**src/rtl/dtog_div.sv**
```systemverilog
// iterative restoring divider, one quotient bit per cycle
`timescale 1ns / 1ps
module dtog_div #(
  parameter int NUM_W = 18,
  parameter int DEN_W = 10
) (
  input  logic             clk,
  input  logic             rst,
  input  logic             start,
  input  logic [NUM_W-1:0] num,
  input  logic [DEN_W-1:0] den,
  output logic             done,
  output logic [NUM_W-1:0] quot,
  output logic [DEN_W-1:0] rem
);
  localparam int CNT_W = $clog2(NUM_W + 1);

  logic             busy;
  logic [CNT_W-1:0] cnt;
  logic [DEN_W:0]   rem_sh;
  logic             ge;

  assign rem_sh = {rem, quot[NUM_W-1]};
  assign ge     = rem_sh >= {1'b0, den};

  always_ff @(posedge clk) begin
    if (rst) begin
      busy <= 1'b0;
      done <= 1'b0;
      cnt  <= '0;
    end else begin
      done <= 1'b0;
      if (start) begin
        busy <= 1'b1;
        cnt  <= CNT_W'(NUM_W);
        quot <= num;
        rem  <= '0;
      end else if (busy) begin
        quot <= {quot[NUM_W-2:0], ge};
        rem  <= ge ? DEN_W'(rem_sh - {1'b0, den}) : DEN_W'(rem_sh);
        cnt  <= cnt - CNT_W'(1);
        if (cnt == CNT_W'(1)) begin
          busy <= 1'b0;
          done <= 1'b1;
        end
      end
    end
  end
endmodule

```
**config.mk**
```make
export PLATFORM = sky130hd
export DESIGN_NAME = dtog_div
export DESIGN_NICKNAME = d
export VERILOG_FILES = /design/src/rtl/dtog_div.sv
export SDC_FILE = /design/constraint.sdc
export NUM_CORES = 1
export LEC_CHECK = 0
export BUFFER_PORTS_ARGS = -buffer_cell sky130_fd_sc_hd__buf_2
export CAP_MARGIN = 40
export CELL_PAD_IN_SITES_DETAIL_PLACEMENT = 0
export CELL_PAD_IN_SITES_GLOBAL_PLACEMENT = 1
export CORE_MARGIN = 2
export CORE_UTILIZATION = 30
export CTS_CLUSTER_DIAMETER = 200
export DETAILED_ROUTE_END_ITERATION = 16
export PLACE_DENSITY = 0.66
export SYNTH_ARGS = -nofsm -noshare
export SYNTH_HDL_FRONTEND = slang
export SYNTH_SLANG_ARGS = --single-unit
```
**constraint.sdc**
```tcl
create_clock -name clk -period 3.25 [get_ports clk]
set_input_delay 0.325 -clock clk [delete_from_list [all_inputs] [get_ports clk]]
set_output_delay 0.325 -clock clk [all_outputs]
set_load 0.01 [all_outputs]
```
[After elaboration in Yosys (flattened, before gate mapping)]
Cells that the tools add are included.
Storage, ports and cells
  output and inout bits: 29
  logic and storage cells: 26
  flip-flop bits (word level): 35
  bits of input ports: 31
Operators by class
  muxes and demuxes: 10
  add/subtract/negate cells: 2
  eq/ne operators: 1
  bitwise logic cells: 2
  reduce and logical (&&, ||, !) cells: 4
  order comparisons: 1
Operator list (number)
  $mux 18: 2
  $mux 10: 2
  $ge 11x10->1: 1
  $mux 5: 2
  $sub 10x10->10: 1
  $eq 5x1->1 const B: 1
  $sub 5x1->5 const B: 1
  $mux 1: 4
  $reduce_or 3->1: 1
  $not 1->1: 2
  $reduce_and 2->1: 1
  $reduce_bool 2->1: 1
  $reduce_or 2->1: 1

[Depth between registers and ports, before layout]
  depth after elaboration: 4
  depth in mapped cells: 9
  gate-level depth less buffers: 9

[Worst setup path before layout]
OpenSTA, ideal clock, no wires.
  path kind: reg2reg
  start: reg quot[17]
  end: reg rem[8], data pin
  arrival time: 1.946 ns
  clock period less this slack: 2.207 ns
  path buffers: 0
  setup time: 0.261 ns
  path slack: 1.043 ns
  required time: 2.989 ns
  stages on the path, launching flop included: 10
  cell sequence: edfxtp_1 inv_1 ha_1 inv_1 fa_1 a211oi_1 o21ai_0 a31oi_1 xor2_1 o22ai_1
Between the ends
  cells in the longest elaborated chain, start to end: 3
  elaborated cells on any way between the ends: 4
  classes of those cells: 1 x add/sub; 1 x order compare; 2 x mux
Ends and longest elaborated chain
  from (decl): line 13  | output logic [NUM_W-1:0] quot,
  from (signal assigned): line 36  | quot <= num;
  from (signal assigned): line 39  | quot <= {quot[NUM_W-2:0], ge};
  $sub 10x10->10 or $ge 11x10->1 (tied branches): line 40, 24
  $mux 10 (*): line 40  | rem <= ge ? DEN_W'(rem_sh - {1'b0, den}) : DEN_W'(rem_sh);
  $mux 10 (*): line 38  | end else if (busy) begin
  to (signal assigned): line 40
  to (decl): line 14  | output logic [DEN_W-1:0] rem
Mark *: on every way between the ends. The rest lies on a longest branch, timed or not. The select of a mux whose other input is x is not followed.
A chain may end at the register's enable or synchronous reset.

[Final worst setup path]
  start: reg rem[7]
  end: reg quot[0], data pin
Between the ends
  cells in the longest elaborated chain, start to end: 3
Ends and longest elaborated chain
  $ge 11x10->1: line 24  | assign ge = rem_sh >= {1'b0, den};
  $mux 18: line 38
  $mux 18: line 33  | if (start) begin
Every way passes these cells. The select of a mux whose other input is x is not followed.

==> flow_summary.toml <==
[grt]
grt_use_total = 0.1323
first_global_vias = 1580
grt_overflow = 0
antenna_found_initial = 0
grt_pass1_wl_microns = 7769
grt_max_degree = 26

[routing]
wl_per_cell_microns = 15.20
viasPerCell = 4.889
drc = 0
ant_nets = 0
drt_iter0_markers = 79
top_layer = "met4"
wl_microns = 4911
drtPass1Iterations = 4
drt-met1-wl_microns = 2281
met3_length_microns = 203
met2_length_microns = 2377
vias = 1579

[clocking]
cts_repair_resize_count = 0
numCtsBuffers = 5
cts_sinks = 35
clk_path_buf_depth = 2
cts-htree-levels = 2
post_cts_buffers = 0
cts-hold-fix-buffers = 0
path_clk_slew_ns = 0.07
cts_tree = "yes"
root_buffer = "clkbuf_8"
clkLatencyLatePin_ns = 0.28

[final_layout]
layout.nets = 286
final_common_cell = "buf_2"
mostFrequentLayoutCells = "59 x buf_2, 28 x edfxtp_1, 18 x mux2_2"
n_antenna_cell = 0
synthToLayoutAreaGrowth_pct = 23.14
drive_above_1_share = 0.4074
fill_cells = 696

[sta]
setup_violations = 0
min_period_over_period = 0.7771
final_max_slew_viol_count = 0
finalHoldViolations = 0
fin_crit_ns = 2.525
rsz0062_at_grt = "false"
fmax_mhz = 396.0
finClkSkew_ns = 0.004739
fin_tns_setup_ns = 0
maxSlewHeadroom = 0.5680
worstMarginPinSlew_ns = 0.6480

[critical_path]
path_max_fanout = 7
rrSetupSlack_ns = 0.72
cp-end-kind = "register"
crit_arrival_ns = 2.56
r2r-start = "rem[7]$_SDFFCE_PP0P_"
crit_type = "register to register"
rr_worst_depth = 6
cp.required_ns = 3.29
cp-start-kind = "register"
r2r-end = "quot[0]$_DFFE_PP_"

[floorplan]
core-area_sq_mm = 0.006719
io_pins = 60
initial_core_util = 0.3074
fp.dieH_microns = 86.98
rows = 30
die_w_microns = 86.98
dieArea_sq_mm = 0.007566

[yosys]
ys_seq_area_frac = 0.4749
ys_seq_elements = 35
syn_nets = 222
synth_cells = 178
synth-async-reset-ratio = 0
syn_area_per_cell_sq_um = 11.61
synth_area_sq_mm = 0.002066
ys_warn_count = 0
ys_types = 41
synth_edf_count = 28
synth_flop_cell = "edfxtp_1"

[status]
status = "finished, final reports clean"

[worst_hold_path]
hp-class = "input port to register"
min_to = "cnt[4]$_SDFFE_PP0N_"
min_from = "rst"
whs_path_depth = 2

[pwr]
powerDensity_mw_per_mm2 = 466.4
p_leak_nw = 1.049
finalPower_mw = 1.186
ir_drop_v = 0.0001618

[place]
dp_hpwl_microns = 3631
gp_congestion = 0.7982
io_buffers = 59

[flow_run]
maxCapViolations = 0
## registers in the layout (all words and copies together), names as in the netlist
name / count
quot: 18
rem: 10
cnt: 5
busy: 1
done: 1
## Yosys cell counts, types with 2 or more instances
| library cell | count | share of area |
|---|---|---|
| a21oi_1 | 10 | 0.024 |
| nor4b_1 | 2 | 0.0085 |
| nand2_1 | 8 | 0.015 |
| edfxtp_1 | 28 | 0.41 |
| clkbuf_1 | 2 | 0.0036 |
| xnor2_1 | 6 | 0.025 |
| a21o_1 | 2 | 0.0073 |
| nand2_2 | 2 | 0.0061 |
| a211oi_1 | 6 | 0.022 |
| a31oi_1 | 2 | 0.0061 |
| nor2_1 | 5 | 0.0091 |
| inv_1 | 16 | 0.029 |
| nand3_1 | 4 | 0.0097 |
| a311o_2 | 2 | 0.011 |
| o21ai_0 | 9 | 0.022 |
| mux2_2 | 18 | 0.098 |
| o22ai_1 | 3 | 0.0091 |
| nor3_1 | 9 | 0.022 |
| a311oi_2 | 2 | 0.015 |
| ha_1 | 12 | 0.073 |
| dfxtp_1 | 7 | 0.068 |
| xor2_1 | 3 | 0.013 |
| a21oi_2 | 2 | 0.0085 |
## power breakdown
part           internal [mW]  total, mW  switching (mW)
Sequential             0.528      0.551          0.0227
Clock                  0.170      0.328           0.158
Combinational          0.136      0.308           0.171
Total                  0.834       1.19           0.352
## cell families after synthesis
family	share of synthesized area
buffers and inverters	0.04119
AND/OR/NAND/NOR	0.09510
adder cells (fa/ha/maj)	0.08237
flip-flops	0.4749
multiplexers	0.09812
AO/OA/AOI/OAI	0.1702
XOR/XNOR	0.03816
## metal layers
| metal | vias to the layer above | GRT usage |
|---|---|---|
| li1 | 800 | - |
| met1 | 740 | 0.1774 |
| met2 | 34 | 0.2158 |
| met3 | 5 | 0.02654 |
| met4 | 0 | 0.03835 |
| met5 | - | 0 |
## how the worst max path moves through the flow
stage	from	endpoint	cells past startpoint
floorplan	quot[17]$_DFFE_PP_	rem[8]$_SDFFCE_PP0P_	9
global placement	den[8]	quot[0]$_DFFE_PP_	8
detailed placement	den[8]	quot[0]$_DFFE_PP_	8
CTS	rem[7]$_SDFFCE_PP0P_	quot[0]$_DFFE_PP_	6
global route	rem[7]$_SDFFCE_PP0P_	quot[0]$_DFFE_PP_	6
finish	rem[7]$_SDFFCE_PP0P_	quot[0]$_DFFE_PP_	6
## stage by stage
| step | util | std cells | setup WS [ns] | hold slack (ns) | instance area (sq um) |
|---|---|---|---|---|---|
| global route | 0.3786 | 323 | 0.5562 | 0.3206 | 2544 |
| floorplan | - | 178 | 1.043 | 0.5279 | 2066 |
| CTS | 0.3786 | 323 | 0.6769 | 0.3088 | 2544 |
| global placement | 0.3652 | 315 | 0.6921 | 0.5551 | 2454 |
| detailed placement | 0.3652 | 315 | 0.6698 | 0.5534 | 2454 |
| finish | 0.3786 | 323 | 0.7246 | 0.3229 | 2544 |
## critical path, cell delays in order, from the launching register on
cell	delay (ns)
edfxtp_1	0.43
ha_1	0.37
a21oi_2	0.22
o311ai_1	0.20
a311oi_2	0.50
nand2_2	0.24
mux2_2	0.32
## area by class of cell
| cell class | count | area (sq um) | share of cell area |
|---|---|---|---|
| tap | 80 | 100.1 | 0.03935 |
| timing repair buffer | 61 | 310.3 | 0.1220 |
| clock inverter | 1 | 3.754 | 0.001476 |
| sequential | 35 | 980.9 | 0.3856 |
| clock buffer | 7 | 86.33 | 0.03394 |
| inverter | 16 | 60.06 | 0.02361 |
| multi-input combinational | 123 | 1002 | 0.3940 |
Power figures use the tool's default switching activity.
